## config.mk

```make
export PLATFORM = sky130hd
export DESIGN_NAME = size_ordered_request_queue
export DESIGN_NICKNAME = d
export VERILOG_FILES = /design/src/sv/sorq_pkg.sv /design/src/sv/sorq_ram.sv /design/src/sv/size_ordered_request_queue.sv
export SDC_FILE = /design/constraint.sdc
export NUM_CORES = 1
export LEC_CHECK = 0
export ABC_AREA = 1
export BUFFER_PORTS_ARGS = -buffer_cell sky130_fd_sc_hd__clkbuf_2
export CAP_MARGIN = 20
export CORE_MARGIN = 4
export CORE_UTILIZATION = 45
export CTS_CLUSTER_SIZE = 25
export DETAILED_ROUTE_END_ITERATION = 7
export GPL_TIMING_DRIVEN = 0
export PLACE_DENSITY = 0.61
export SLEW_MARGIN = 20
export SYNTH_ARGS = -nofsm -noshare
export SYNTH_HDL_FRONTEND = slang
export SYNTH_SLANG_ARGS = --single-unit
```

## constraint.sdc

```tcl
create_clock -name i_clk -period 14.1 [get_ports i_clk]
set_input_delay 1.41 -clock i_clk [delete_from_list [all_inputs] [get_ports i_clk]]
set_output_delay 1.41 -clock i_clk [all_outputs]
set_load 0.03 [all_outputs]
```

## src/sv/sorq_pkg.sv

```systemverilog
// Shared types and constants for the size-ordered request queue.
// No dependencies; the queue and its checker import this package.
package sorq_pkg;

    // Field widths fixed by the interface.
    localparam int KEY_W    = 31;
    localparam int OCC_W    = 5;
    localparam int STATUS_W = 2;

    // Defaults for the top-level parameters.
    localparam int DEFAULT_QUEUE_DEPTH = 16;
    localparam int DEFAULT_HANDLE_BITS = 16;

    typedef enum logic [STATUS_W-1:0] {
        ST_OK    = 2'd0,
        ST_FULL  = 2'd1,
        ST_EMPTY = 2'd2
    } t_status;

    typedef enum logic {
        REQ_ENQ = 1'b0,
        REQ_DEQ = 1'b1
    } t_req;

    typedef enum logic [2:0] {
        S_IDLE,
        S_ENQ_WAIT,
        S_ENQ_PUT,
        S_DEQ_WAIT,
        S_EMIT
    } t_state;

endpackage

```

## src/sv/sorq_ram.sv

```systemverilog
// Generic simple dual-port RAM: one write port, one read port with registered read data.
// Depends on nothing; width and depth come from parameters.
module sorq_ram #(
    parameter int WIDTH = 8,
    parameter int DEPTH = 16
) (
    input  logic                     i_clk,
    input  logic                     i_we,
    input  logic [$clog2(DEPTH)-1:0] i_waddr,
    input  logic [WIDTH-1:0]         i_wdata,
    input  logic [$clog2(DEPTH)-1:0] i_raddr,
    output logic [WIDTH-1:0]         o_rdata
);

    logic [WIDTH-1:0] r_mem [DEPTH];
    logic [WIDTH-1:0] r_rdata;

    always_ff @(posedge i_clk) begin
        if (i_we) begin
            r_mem[i_waddr] <= i_wdata;
        end
        r_rdata <= r_mem[i_raddr];
    end

    assign o_rdata = r_rdata;

endmodule

```

## src/sv/size_ordered_request_queue.sv

```systemverilog
// Size-ordered request queue: a circular buffer in one RAM, kept sorted smallest first.
// Dequeue: the result comes from a copy of the head; the RAM is read only to fetch the new head.
// Enqueue: entries larger than the new one move up one slot, scanning back from the tail; no scan
// into an empty or a full queue. The single RAM port pair moves one entry per cycle.
// One item is in work at a time; the next is taken the cycle after the result enters the
// output register. Synchronous active-low reset empties the queue; the RAM is not cleared.
module size_ordered_request_queue
    import sorq_pkg::*;
#(
    parameter int QUEUE_DEPTH = DEFAULT_QUEUE_DEPTH,
    parameter int HANDLE_BITS = DEFAULT_HANDLE_BITS
) (
    input  logic                   i_clk,
    input  logic                   i_rst_n,
    // Request channel
    input  logic                   i_in_valid,
    output logic                   o_in_ready,
    input  logic                   i_req_type,
    input  logic [HANDLE_BITS-1:0] i_item_handle,
    input  logic [KEY_W-1:0]       i_file_size,
    // Result channel
    output logic                   o_out_valid,
    input  logic                   i_out_ready,
    output logic [STATUS_W-1:0]    o_status,
    output logic [HANDLE_BITS-1:0] o_out_handle,
    output logic [KEY_W-1:0]       o_out_size,
    output logic [OCC_W-1:0]       o_occupancy,
    output logic                   o_now_empty
);

    // Address width for the RAM and a count wide enough to hold QUEUE_DEPTH itself.
    localparam int AW = $clog2(QUEUE_DEPTH);
    localparam int CW = $clog2(QUEUE_DEPTH + 1);
    localparam int DW = KEY_W + HANDLE_BITS;

    // Wrapping pointer steps; the depth need not be a power of two.
    function automatic logic [AW-1:0] ptr_inc(input logic [AW-1:0] a);
        return (a == AW'(QUEUE_DEPTH - 1)) ? '0 : a + AW'(1);
    endfunction

    function automatic logic [AW-1:0] ptr_dec(input logic [AW-1:0] a);
        return (a == '0) ? AW'(QUEUE_DEPTH - 1) : a - AW'(1);
    endfunction

    // Control state
    t_state r_state, n_state;
    logic [AW-1:0] r_head, n_head;     // physical address of the smallest entry
    logic [AW-1:0] r_tail, n_tail;     // first free slot behind the largest entry
    logic [CW-1:0] r_count, n_count;
    logic [AW-1:0] r_hole, n_hole;     // slot opened up during the insertion scan
    logic [AW-1:0] r_raddr, n_raddr;   // address of the read in flight
    logic [CW-1:0] r_left, n_left;     // entries still ahead of the hole
    logic          r_deq_ok, n_deq_ok;
    t_status       r_status, n_status;
    logic          r_out_valid, n_out_valid;

    // Payload state
    logic [KEY_W-1:0]       r_key, n_key;
    logic [HANDLE_BITS-1:0] r_handle, n_handle;
    logic [KEY_W-1:0]       r_head_key, n_head_key;       // copy of the head entry
    logic [HANDLE_BITS-1:0] r_head_handle, n_head_handle;
    logic [KEY_W-1:0]       r_res_key, n_res_key;         // entry removed by a dequeue
    logic [HANDLE_BITS-1:0] r_res_handle, n_res_handle;
    logic [STATUS_W-1:0]    r_out_status, n_out_status;
    logic [HANDLE_BITS-1:0] r_out_handle, n_out_handle;
    logic [KEY_W-1:0]       r_out_size, n_out_size;
    logic [OCC_W-1:0]       r_out_occ, n_out_occ;
    logic                   r_out_empty, n_out_empty;

    // RAM port signals
    logic          mem_we;
    logic [AW-1:0] mem_waddr;
    logic [DW-1:0] mem_wdata;
    logic [AW-1:0] mem_raddr;
    logic [DW-1:0] mem_rdata;
    logic [KEY_W-1:0]       rd_key;
    logic [HANDLE_BITS-1:0] rd_handle;

    sorq_ram #(
        .WIDTH(DW),
        .DEPTH(QUEUE_DEPTH)
    ) u_ram (
        .i_clk  (i_clk),
        .i_we   (mem_we),
        .i_waddr(mem_waddr),
        .i_wdata(mem_wdata),
        .i_raddr(mem_raddr),
        .o_rdata(mem_rdata)
    );

    assign rd_key    = mem_rdata[DW-1 -: KEY_W];
    assign rd_handle = mem_rdata[HANDLE_BITS-1:0];

    // The block takes a new item only between operations.
    assign o_in_ready = (r_state == S_IDLE);

    always_ff @(posedge i_clk) begin
        if (!i_rst_n) begin
            r_state     <= S_IDLE;
            r_head      <= '0;
            r_tail      <= '0;
            r_count     <= '0;
            r_hole      <= '0;
            r_raddr     <= '0;
            r_left      <= '0;
            r_deq_ok    <= 1'b0;
            r_status    <= ST_OK;
            r_out_valid <= 1'b0;
        end else begin
            r_state     <= n_state;
            r_head      <= n_head;
            r_tail      <= n_tail;
            r_count     <= n_count;
            r_hole      <= n_hole;
            r_raddr     <= n_raddr;
            r_left      <= n_left;
            r_deq_ok    <= n_deq_ok;
            r_status    <= n_status;
            r_out_valid <= n_out_valid;
        end
    end

    always_ff @(posedge i_clk) begin
        r_key         <= n_key;
        r_handle      <= n_handle;
        r_head_key    <= n_head_key;
        r_head_handle <= n_head_handle;
        r_res_key     <= n_res_key;
        r_res_handle  <= n_res_handle;
        r_out_status  <= n_out_status;
        r_out_handle  <= n_out_handle;
        r_out_size    <= n_out_size;
        r_out_occ     <= n_out_occ;
        r_out_empty   <= n_out_empty;
    end

    always_comb begin
        n_state       = r_state;
        n_head        = r_head;
        n_tail        = r_tail;
        n_count       = r_count;
        n_hole        = r_hole;
        n_raddr       = r_raddr;
        n_left        = r_left;
        n_deq_ok      = r_deq_ok;
        n_status      = r_status;
        n_out_valid   = r_out_valid;
        n_key         = r_key;
        n_handle      = r_handle;
        n_head_key    = r_head_key;
        n_head_handle = r_head_handle;
        n_res_key     = r_res_key;
        n_res_handle  = r_res_handle;
        n_out_status  = r_out_status;
        n_out_handle  = r_out_handle;
        n_out_size    = r_out_size;
        n_out_occ     = r_out_occ;
        n_out_empty   = r_out_empty;

        mem_we    = 1'b0;
        mem_waddr = r_hole;
        mem_wdata = {r_key, r_handle};
        mem_raddr = r_raddr;

        // The result register empties when the consumer takes the item.
        if (r_out_valid && i_out_ready) begin
            n_out_valid = 1'b0;
        end

        unique case (r_state)
            S_IDLE: begin
                if (i_in_valid) begin
                    n_key    = i_file_size;
                    n_handle = i_item_handle;
                    n_deq_ok = 1'b0;
                    if (t_req'(i_req_type) == REQ_ENQ) begin
                        if (r_count == CW'(QUEUE_DEPTH)) begin
                            // Queue full: refuse, report the current head.
                            n_status = ST_FULL;
                            n_state  = S_EMIT;
                        end else if (r_count == '0) begin
                            // Empty queue: the new entry becomes the head at once.
                            mem_we        = 1'b1;
                            mem_waddr     = r_tail;
                            mem_wdata     = {i_file_size, i_item_handle};
                            n_head_key    = i_file_size;
                            n_head_handle = i_item_handle;
                            n_tail        = ptr_inc(r_tail);
                            n_count       = r_count + CW'(1);
                            n_status      = ST_OK;
                            n_state       = S_EMIT;
                        end else begin
                            // Scan backwards from the tail, moving larger entries up one slot.
                            mem_raddr = ptr_dec(r_tail);
                            n_raddr   = ptr_dec(r_tail);
                            n_hole    = r_tail;
                            n_left    = r_count;
                            n_status  = ST_OK;
                            n_state   = S_ENQ_WAIT;
                        end
                    end else begin
                        if (r_count == '0) begin
                            n_status = ST_EMPTY;
                            n_state  = S_EMIT;
                        end else begin
                            // The head copy is the answer; the new head is read back if any remain.
                            n_res_key    = r_head_key;
                            n_res_handle = r_head_handle;
                            n_deq_ok     = 1'b1;
                            n_head       = ptr_inc(r_head);
                            n_count      = r_count - CW'(1);
                            n_status     = ST_OK;
                            if (r_count != CW'(1)) begin
                                mem_raddr = ptr_inc(r_head);
                                n_state   = S_DEQ_WAIT;
                            end else begin
                                n_state = S_EMIT;
                            end
                        end
                    end
                end
            end

            S_ENQ_WAIT: begin
                if (rd_key > r_key) begin
                    // Strictly larger: move it into the hole, the hole moves down.
                    mem_we    = 1'b1;
                    mem_waddr = r_hole;
                    mem_wdata = mem_rdata;
                    n_hole    = r_raddr;
                    n_left    = r_left - CW'(1);
                    if (r_left == CW'(1)) begin
                        n_state = S_ENQ_PUT;
                    end else begin
                        mem_raddr = ptr_dec(r_raddr);
                        n_raddr   = ptr_dec(r_raddr);
                    end
                end else begin
                    // Not larger: the new entry goes right behind it, so the head is unchanged.
                    mem_we    = 1'b1;
                    mem_waddr = r_hole;
                    mem_wdata = {r_key, r_handle};
                    n_tail    = ptr_inc(r_tail);
                    n_count   = r_count + CW'(1);
                    n_state   = S_EMIT;
                end
            end

            S_ENQ_PUT: begin
                // Every entry was larger: the new one becomes the head.
                mem_we        = 1'b1;
                mem_waddr     = r_hole;
                mem_wdata     = {r_key, r_handle};
                n_head_key    = r_key;
                n_head_handle = r_handle;
                n_tail        = ptr_inc(r_tail);
                n_count       = r_count + CW'(1);
                n_state       = S_EMIT;
            end

            S_DEQ_WAIT: begin
                n_head_key    = rd_key;
                n_head_handle = rd_handle;
                n_state       = S_EMIT;
            end

            S_EMIT: begin
                if (!r_out_valid || i_out_ready) begin
                    n_out_valid  = 1'b1;
                    n_out_status = r_status;
                    n_out_occ    = OCC_W'(r_count);
                    n_out_empty  = (r_count == '0);
                    if (r_deq_ok) begin
                        n_out_handle = r_res_handle;
                        n_out_size   = r_res_key;
                    end else if (r_count != '0) begin
                        n_out_handle = r_head_handle;
                        n_out_size   = r_head_key;
                    end else begin
                        n_out_handle = '0;
                        n_out_size   = '0;
                    end
                    n_state = S_IDLE;
                end
            end

            default: begin
                n_state = S_IDLE;
            end
        endcase
    end

    assign o_out_valid  = r_out_valid;
    assign o_status     = r_out_status;
    assign o_out_handle = r_out_handle;
    assign o_out_size   = r_out_size;
    assign o_occupancy  = r_out_occ;
    assign o_now_empty  = r_out_empty;

endmodule

```

## Yosys cells after proc, flatten, opt, wreduce, memory -nomap -nowiden

Memories as Yosys holds them, arrays and structs flattened. A register that Yosys moved wholly into a read port is not among the register bits.
Cells that the tools add are included.
W data, S select, Z words.

| word-level totals | value |
|---|---|
| memories | 1 |
| output and inout bits | 57 |
| bits in writable memories | 752 |
| bits of input ports | 52 |
| flip-flop bits (word level) | 229 |
| ROM bits | 0 |
| bits in latches | 0 |
| word-level logic and storage cells | 165 |

Memory list:

| name | words | bits a word | rd ports | clocked after memory_dff | write ports | RTL line | RTL |
|---|---|---|---|---|---|---|---|
| u_ram.r_mem | 16 | 47 | 1 | 1 | 1 | sorq_ram.sv:15 | `logic [WIDTH-1:0] r_mem [DEPTH];` |

| cells by class | value |
|---|---|
| eq/ne operators | 21 |
| div/mod/pow operators | 0 |
| shift-type cells | 0 |
| mux-type cells | 91 |
| bitwise gates (word level) | 1 |
| reduce and logical (&&, ||, !) cells | 22 |
| $add $sub $neg | 7 |
| $mul | 0 |
| magnitude comparators | 1 |

Operators by type and width:

| operator | number |
|---|---|
| $mux W47 | 5 |
| $mux W31 | 6 |
| $mux W4 | 29 |
| $mux W16 | 6 |
| $pmux W47 S2 | 1 |
| $pmux W31 S3 | 1 |
| $mux W5 | 11 |
| $pmux W16 S3 | 1 |
| $gt A31 B31 Y1 | 1 |
| $mux W3 | 9 |
| $pmux W4 S2 | 3 |
| $reduce_and A6 Y1 | 3 |
| $pmux W5 S3 | 1 |
| $ne A2 B2 Y1 const B | 7 |
| $mux W1 | 12 |
| $pmux W3 S4 | 1 |
| $pmux W4 S3 | 1 |
| $pmux W5 S2 | 1 |
| $sub A5 B1 Y5 const B | 2 |
| $ne A3 B3 Y1 const B | 3 |
| $add A4 B1 Y4 const B | 2 |
| $eq A4 B4 Y1 const B | 2 |
| $logic_not A4 Y1 | 2 |
| $sub A4 B1 Y4 const B | 2 |
| other kinds (25) | 31 |

## Logic depth before layout (Yosys ltp)

Gate-level depths: netlist (run 1).

| logic depth | value |
|---|---|
| word-level depth | 8 |
| gate-level depth with buffers | 24 |

## Modules after synthesis

From an unflattened synthesis (run 1), not the netlist that was laid out.

| unflattened totals | value |
|---|---|
| cells, all modules | 4744 |
| area total of the unflattened synthesis | 46758.6 um^2 |

Modules (own cells, without submodules):

| module | times used | area each (um^2) | seq. area each (um^2) | cells each |
|---|---|---|---|---|
| sorq_ram | 1 | 33304.4 | 23522.6 | 3100 |
| size_ordered_request_queue | 1 | 13454.2 | 6546.3 | 1644 |

## Worst setup path before layout (run 1)

OpenSTA, ideal clock, no wires.

| timing path | value |
|---|---|
| kind | input port to flip-flop |
| start point | in i_in_valid |
| end point | mem u_ram.r_mem[0][0] (netlist bit) (enable) |
| data required time | 13.648 ns |
| stages on the path | 9 |
| setup time | 0.452 ns |
| data arrival time | 5.172 ns |
| buffers on the path | 1 |
| slack | 8.476 ns |
| cells stage by stage | inv_1 nor2_4 inv_2 nor2_4 inv_1 buf_2 nand3_1 nand3_1 nor2_1 |

| on the way | value |
|---|---|
| word-level cells in the longest chain between the ends | 4 |
| elaborated cells on any way between the ends | 6 |
| those cells by class | 6 x mux |

RTL lines:

| what | RTL line | RTL |
|---|---|---|
| start, declared | size_ordered_request_queue.sv:16 | `input logic i_in_valid,` |
| $mux W1 | size_ordered_request_queue.sv:172 | `if (i_in_valid) begin` |
| $pmux W1 S2 | size_ordered_request_queue.sv:170 | `unique case (r_state)` |
| $mux W1 | sorq_ram.sv:19 | `if (i_we) begin` |
| $mux W1 (implied by the code) | sorq_ram.sv:20 | `r_mem[i_waddr] <= i_wdata;` |
| end, declared | sorq_ram.sv:15 |  |

Parallel ways exist; a longest one is shown, timed or not.

## Final worst setup path (run 1)

| timing path | value |
|---|---|
| start point | reg r_key[9] |
| end point | reg u_ram.r_rdata[44], in the netlist u_ram.o_rdata[44], read port of u_ram.r_mem |

| on the way | value |
|---|---|
| word-level cells in the longest chain between the ends | 3 |

RTL lines:

| what | RTL line | RTL |
|---|---|---|
| start, declared | size_ordered_request_queue.sv:58 | `logic [KEY_W-1:0] r_key, n_key;` |
| start signal, assigned | size_ordered_request_queue.sv:124 | `r_key <= n_key;` |
| $gt A31 B31 Y1 | size_ordered_request_queue.sv:225 | `if (rd_key > r_key) begin` |
| $mux W4 | n/a |  |
| $pmux W4 S2 | size_ordered_request_queue.sv:170 |  |
| end, declared | sorq_ram.sv:16 | `logic [WIDTH-1:0] r_rdata;` |

No other way between the ends.
A chain may end at the register's enable or synchronous reset.

==> results.py, run 1 <==
metrics = {
    "detailed_routing": {
        "dr.pass1.iters": 6,
        "drt_iter0_drc": 4104,
        "vias": 32280,
        "post_drt_wl_per_cell_um": 24.80,
        "drc_errors": 0,
        "via_per_inst": 5.814,
        "routed_wl_mm": 137.7,
        "detail-route-antenna-nets": 0,
    },
    "floorplanning": {
        "start_util_pct": 45.66,
        "core-area_um2": 95580,
        "pin_count": 109,
        "die_y_um": 319.4,
        "die_x_um": 319.4,
        "die_area_um2": 102000,
        "row_count": 113,
    },
    "synth": {
        "yosys.area.top_type": "edfxtp_1",
        "ys_warn_count": 0,
        "syn_area_um2": 43640,
        "ys.flop_type": "edfxtp_1",
        "synth_edf_count": 948,
        "synth_area_leaders": "edfxtp_1 65%, nand3_1 11%, nand2_1 7.9%",
        "syn_nets": 4008,
        "ys_types": 39,
        "syn_inst": 3916,
        "ys_ff_latch": 1028,
        "ys_seq_area_share_pct": 68.90,
        "yosysTopAreaCellShare_pct": 65.23,
        "async_reset_ff_share_pct": 0,
        "syn_avg_cell_area_um2": 11.14,
    },
    "cts": {
        "clockBufferDepth": 3,
        "htreeDepth": 3,
        "postCtsResizedCells": 0,
        "cts_tree": "done",
        "clock_latency_ps": 700,
        "cts_sinks": 1028,
        "numCtsBuffers": 105,
        "ctsHoldBuffers": 0,
        "clkTransAtPathRegs_ps": 60,
        "cts_root_buffer": "clkbuf_16",
        "cts_setup_buffers": 0,
    },
    "setup_path": {
        "worst_setup_path_start_kind": "flop",
        "crit_top_cell": "nand2_1",
        "cp_max_fo": 10,
        "cp-end-kind": "flop",
        "crit_chain": "inv_1 > ha_1 > nand2_1 > inv_1 > nand2_1 > nand2_1 > a21oi_1 > nand2_1 > nand2_1 > nand2_1 > nand2_1 > nand2_1 > nand2_1 > nand2_1 > nand3_1 > buf_2 > buf_1 > nand3_1 > nand2_1 > nand2_1 > nand2_1",
        "cp_top_family": "simple AND/OR/NAND/NOR gates",
        "critical_path.max_stage_delay_ps": 850,
        "r2r_end": "u_ram.o_rdata[44]$_DFF_P_",
        "path_class": "reg -> reg",
        "reg2reg_from": "r_key[9]$_DFFE_PP_",
        "cpMaxStageDelayCell": "buf_1",
        "crit_arrival_ps": 5200,
        "r2r_slack_ps": 9480,
        "crit_buf_inv": 4,
        "r2r_cells": 21,
        "crit_required_ps": 14680,
    },
    "sta": {
        "period_needed_ps": 4622,
        "fin_worst_skew_ps": 31.57,
        "period_share_pct": 32.78,
        "finalSetupViolCount": 0,
        "worstMarginPinSlew_ps": 1169,
        "max-slew-margin-rel_pct": 22.09,
        "rsz0062_at_grt": "false",
        "final_max_slew_viol_count": 0,
        "hold_viol_final": 0,
        "finalSetupTns_ps": 0,
        "fin_hold_ws_ps": 442.2,
        "max_freq_ghz": 0.2163,
    },
    "hold_path": {
        "min_to": "r_res_handle[11]$_DFFE_PP_",
        "worstHoldPathCells": 0,
        "hp-start": "r_head_handle[11]$_DFFE_PP_",
        "hp-class": "reg -> reg",
    },
    "global_route": {
        "antenna_found_initial": 4,
        "grt_max_degree": 31,
        "grt_pass1_wl_mm": 200.8,
        "overflow": 0,
        "track_usage_pct": 26.37,
        "grt_pass1_vias": 30750,
    },
    "placement": {
        "dp.cells": 5358,
        "place_congestion": 0.9042,
        "dp_hpwl_mm": 95.66,
        "port_buffers": 107,
    },
    "outcome": {
        "status": "finished clean",
    },
    "run": {
        "cap_violations": 0,
    },
    "layout": {
        "final_layout_size_suffix_gt1_share_pct": 12.74,
        "fillers": 8333,
        "stdcell_count": 5553,
        "areaGrowthSynthToFinish_pct": 16.14,
        "nets": 4292,
    },
}
==> stage by stage <==
| stage | utilization [%] | worst slack [ps] | area (µm²) |
|---|---|---|---|
| final | 53.03 | 9478 | 50680 |
| after global routing | 53.03 | 9177 | 50680 |
| after CTS | 53.03 | 9388 | 50680 |
| after detailed placement | 49.54 | 9214 | 47350 |
| after global placement | 47.88 | 4686 | 45760 |
| after floorplan | - | 8476 | 43640 |
==> flip-flops by register name, indices dropped and copies added (netlist names), 31 cells and up <==
| signal | flops |
|---|---|
| o_out_size | 31 |
| r_key | 31 |
| r_res_key | 31 |
| r_head_key | 31 |
| u_ram.o_rdata | 47 |
| u_ram.r_mem | 752 |
==> placed cells by master (no fill, tap or decap), types with 5 or more instances in the layout <==
master / n
nand4_1: 6
clkbuf_16: 106
nor2_4: 21
clkinv_1: 22
dfxtp_1: 80
buf_4: 39
nor2_1: 92
clkbuf_1: 135
nand3_1: 962
inv_1: 163
a31oi_1: 7
nand2_1: 918
buf_1: 18
a31oi_2: 47
ha_1: 40
clkbuf_2: 109
buf_6: 32
xor2_1: 5
a21oi_1: 82
bufinv_16: 7
clkinv_2: 19
buf_12: 33
edfxtp_1: 948
o21ai_1: 7
nand2_2: 5
buf_2: 98
o21ai_0: 179
nor3_1: 6
o221ai_1: 49
a211oi_1: 5
==> worst max-delay path by stage <==
stage                            start                       endpoint  depth (start not counted)
3_3_place_gp                i_in_valid  u_ram.r_mem[12][29]$_DFFE_PP_                         10
4_1_cts        r_count[0]$_SDFFE_PN0P_  u_ram.r_mem[14][32]$_DFFE_PP_                         14
5_1_grt        r_count[1]$_SDFFE_PN0P_  u_ram.r_mem[14][28]$_DFFE_PP_                         14
3_5_place_dp                i_in_valid      u_ram.o_rdata[44]$_DFF_P_                         13
2_1_floorplan               i_in_valid    u_ram.r_mem[0][0]$_DFFE_PP_                          9
6_report            r_key[9]$_DFFE_PP_      u_ram.o_rdata[44]$_DFF_P_                         21
==> cell type report <==
type | count | area [µm²] | area share, %
antenna | 1 | 2.502 | 0.004937
timing repair buffer | 177 | 1682 | 3.318
multi-input combinational | 2454 | 12110 | 23.90
sequential | 1028 | 30070 | 59.33
clock inverter | 61 | 559.3 | 1.103
buffer | 267 | 1274 | 2.513
clock buffer | 133 | 2774 | 5.473
tap | 1265 | 1583 | 3.123
inverter | 167 | 626.9 | 1.237
==> worst reg2reg max path: stages, from the launching register on <==
cell and delay, ps:
edfxtp_1 420, inv_1 120, ha_1 240, nand2_1 100, inv_1 40, nand2_1 50
nand2_1 50, a21oi_1 210, nand2_1 120, nand2_1 70, nand2_1 220, nand2_1 270
nand2_1 80, nand2_1 60, nand2_1 60, nand3_1 460, buf_2 460, buf_1 860
nand3_1 180, nand2_1 150, nand2_1 70, nand2_1 220
==> Yosys cell counts, types with 3 or more instances <==
cell type and instances:
a31oi_1 54, clkbuf_1 111, o221ai_1 49, o21ai_1 7, xor2_1 5, nand4_1 6, a221oi_1 3, inv_2 4
edfxtp_1 948, dfxtp_1 80, buf_1 22, o21ai_0 179, a211oi_1 5, inv_1 163, nand2_1 918, o211ai_1 3
nor2_1 111, buf_4 39, nand2_2 5, ha_1 40, a21oi_1 82, nand3_1 962, nor3_1 6, buf_2 94
==> logic make-up (layout without fill, tap and decap cells) <==
kind of cell / Yosys count / in the layout / synth area share, %
AO/OA/AOI/OAI: 388 / 388 / 5.138
XOR/XNOR: 5 / 5 / 0.1003
adder cells (fa/ha/maj): 40 / 40 / 1.147
buffers and inverters: 434 / 805 / 4.341
flip-flops: 1028 / 1028 / 68.90
multiplexers: 1 / 1 / 0.02294
other: 0 / 1 / 0
AND/OR/NAND/NOR: 2020 / 2020 / 20.35
==> layer usage <==
layer	routed length, µm	track usage, %
met1	55280	35.83
met4	4810	10.01
met2	63790	42.35
met5	17	0
met3	13810	5.116
Power of run 1 is left out: the tool's default activity adds up to more than one toggle a clock period on the data nets, which glitch-free logic cannot reach.
==> run 2: changes to the inputs <==
- clock period: 14.1 -> 4.45 ns (I/O delays scaled with it)
==> run 2 against run 1 <==
Effect of this change: sequential share of layout area is 1.2 points lower; critical path depth unchanged; clock skew decreased by 4.2 ps; fmax increased by 8.2%.
==> results.py, run 2 (synthesized netlist as in run 1, its figures left out) <==
metrics = {
    "outcome": {
        "status": "finished clean",
    },
    "setup_path": {
        "reg2reg_from": "r_key[14]$_DFFE_PP_",
        "crit_required_ps": 5060,
        "path_class": "reg -> reg",
        "cp-end-kind": "flop",
        "r2r_cells": 21,
        "r2r_end": "u_ram.o_rdata[32]$_DFF_P_",
        "r2r_slack_ps": 180,
        "crit_arrival_ps": 4880,
        "cp_max_fo": 10,
        "worst_setup_path_start_kind": "flop",
        "worstSetupStartpoint": "r_key[14]$_DFFE_PP_",
    },
    "layout": {
        "fin_area_um2": 51700,
        "areaGrowthSynthToFinish_pct": 18.46,
        "final_common_cell": "nand3_1",
        "multi_input_area_um2": 12260,
        "largest_register_ffs": 752,
        "fillers": 8234,
        "final_cell_mix": "961 x nand3_1, 948 x edfxtp_1, 918 x nand2_1",
        "seqCellArea_um2": 30070,
        "final_layout_size_suffix_gt1_share_pct": 13.54,
        "nets": 4377,
        "top_register": "u_ram.r_mem",
    },
    "global_route": {
        "grt_pass1_wl_mm": 201.3,
        "grt_pass1_vias": 30940,
        "overflow": 0,
        "track_usage_pct": 26.42,
        "grt_max_degree": 31,
        "antenna_found_initial": 4,
    },
    "sta": {
        "max_freq_ghz": 0.2342,
        "max-slew-margin-rel_pct": 26.41,
        "rsz0062_at_grt": "false",
        "fin_hold_ws_ps": 33.68,
        "period_needed_ps": 4270,
        "hold_viol_final": 0,
        "worstMarginPinSlew_ps": 1104,
        "final_max_slew_viol_count": 0,
        "fin_worst_skew_ps": 27.34,
        "period_share_pct": 95.96,
        "finalSetupViolCount": 0,
    },
    "hold_path": {
        "hp-start": "i_item_handle[3]",
        "min_to": "r_handle[3]$_DFFE_PP_",
        "worstHoldPathCells": 1,
        "hp-class": "in -> reg",
    },
    "floorplanning": {
        "pin_count": 109,
        "start_util_pct": 45.66,
        "die_area_um2": 102000,
        "row_count": 113,
        "core-area_um2": 95580,
        "die_x_um": 319.4,
        "die_y_um": 319.4,
    },
    "placement": {
        "placed_area_um2": 47350,
        "port_buffers": 107,
        "place_congestion": 0.9042,
        "dp_hpwl_mm": 95.66,
    },
    "run": {
        "cap_violations": 0,
    },
    "detailed_routing": {
        "post_drt_wl_per_cell_um": 24.62,
        "routed_wl_mm": 138.8,
        "vias": 32720,
        "detail-route-antenna-nets": 0,
        "dr.pass1.iters": 6,
        "drc_errors": 0,
        "drt_iter0_drc": 4171,
        "via_per_inst": 5.803,
    },
    "cts": {
        "cts_tree": "done",
        "clkTransAtPathRegs_ps": 60,
        "cts_sinks": 1028,
        "cts_root_buffer": "clkbuf_16",
        "clock_latency_ps": 700,
        "clockBufferDepth": 3,
        "numCtsBuffers": 105,
        "htreeDepth": 3,
    },
}
-- run 2: cell types whose count changed in the layout (fill, tap and decap cells not counted), moves of 3 or more --
cell           change
dlygate4sd3_1     +46
clkbuf_2           +4
buf_4             +31
a31oi_2           -15
buf_12             +8
clkbuf_1           -3
a31oi_4           +15
-- run 2: area by class of cell --
| type | count | share of cell area, % |
|---|---|---|
| Inverter | 167 | 1.213 |
| Clock buffer | 133 | 5.366 |
| Timing Repair Buffer | 262 | 4.903 |
| Sequential cell | 1028 | 58.16 |
| Multi-Input combinational cell | 2454 | 23.71 |
| Antenna cell | 2 | 0.009681 |
| Buffer | 267 | 2.493 |
| Clock inverter | 61 | 1.082 |
| Tap cell | 1265 | 3.062 |
-- run 2: metal layers --
metal	global-route usage [%]	part of all wire [%]	wire length (µm)	vias to the layer above
li1	-	-	-	14770
met1	35.93	40	55730	15910
met2	42.49	46	64260	1755
met3	5.015	9.9	13730	289
met4	9.934	3.7	5099	2
met5	0	0.012	17	-
-- run 2: how the worst max path moves through the flow --
| stage | endpoint | slack [ps] | cells past startpoint |
|---|---|---|---|
| 2_1_floorplan | u_ram.r_mem[0][0]$_DFFE_PP_ | -340 | 10 |
| 3_3_place_gp | u_ram.r_mem[12][29]$_DFFE_PP_ | -4080 | 10 |
| 4_1_cts | u_ram.r_mem[7][21]$_DFFE_PP_ | 4 | 15 |
| 5_1_grt | u_ram.o_rdata[36]$_DFF_P_ | 1 | 22 |
| 3_5_place_dp | u_ram.r_mem[14][32]$_DFFE_PP_ | -250 | 14 |
| 6_report | u_ram.o_rdata[32]$_DFF_P_ | 180 | 21 |
-- run 2: stage by stage --
stage               cells  worst slack, ps   TNS, ps  util [%]
CTS                  5598            4.428         0     53.52
finish               5639            179.7         0     54.09
detailed placement   5358           -253.5    -41610     49.54
global route         5637            1.030         0     54.09
floorplan            3916           -339.3   -252030         -
global placement     5288            -4080  -3612540     47.88
-- run 2: repair_timing --
action	in CTS	in global routing
pin swaps	0	10
hold endpoints to repair	46	0
setup buffers	0	39
gates resized for setup	4	25
endpoints found under the setup margin	582	626
hold buffers	46	0
-- run 2: worst max-delay path, stage by stage, from the launching register on --
cell and delay [ps]:
edfxtp_1 350, inv_1 70, ha_1 290, nand2_1 80, nor2_1 340, and2_1 190, nand2_1 50, nand2_1 70
nand2_1 60, nand2_1 250, nand2_1 220, nand3_1 150, nand3_2 320, nand2_2 360, buf_4 350, buf_4 280
nand2_1 70, nand3_1 70, nand3_1 120, nand2_1 190, nand2_1 90, nand2_1 170
Power of run 2 is left out for the same reason.
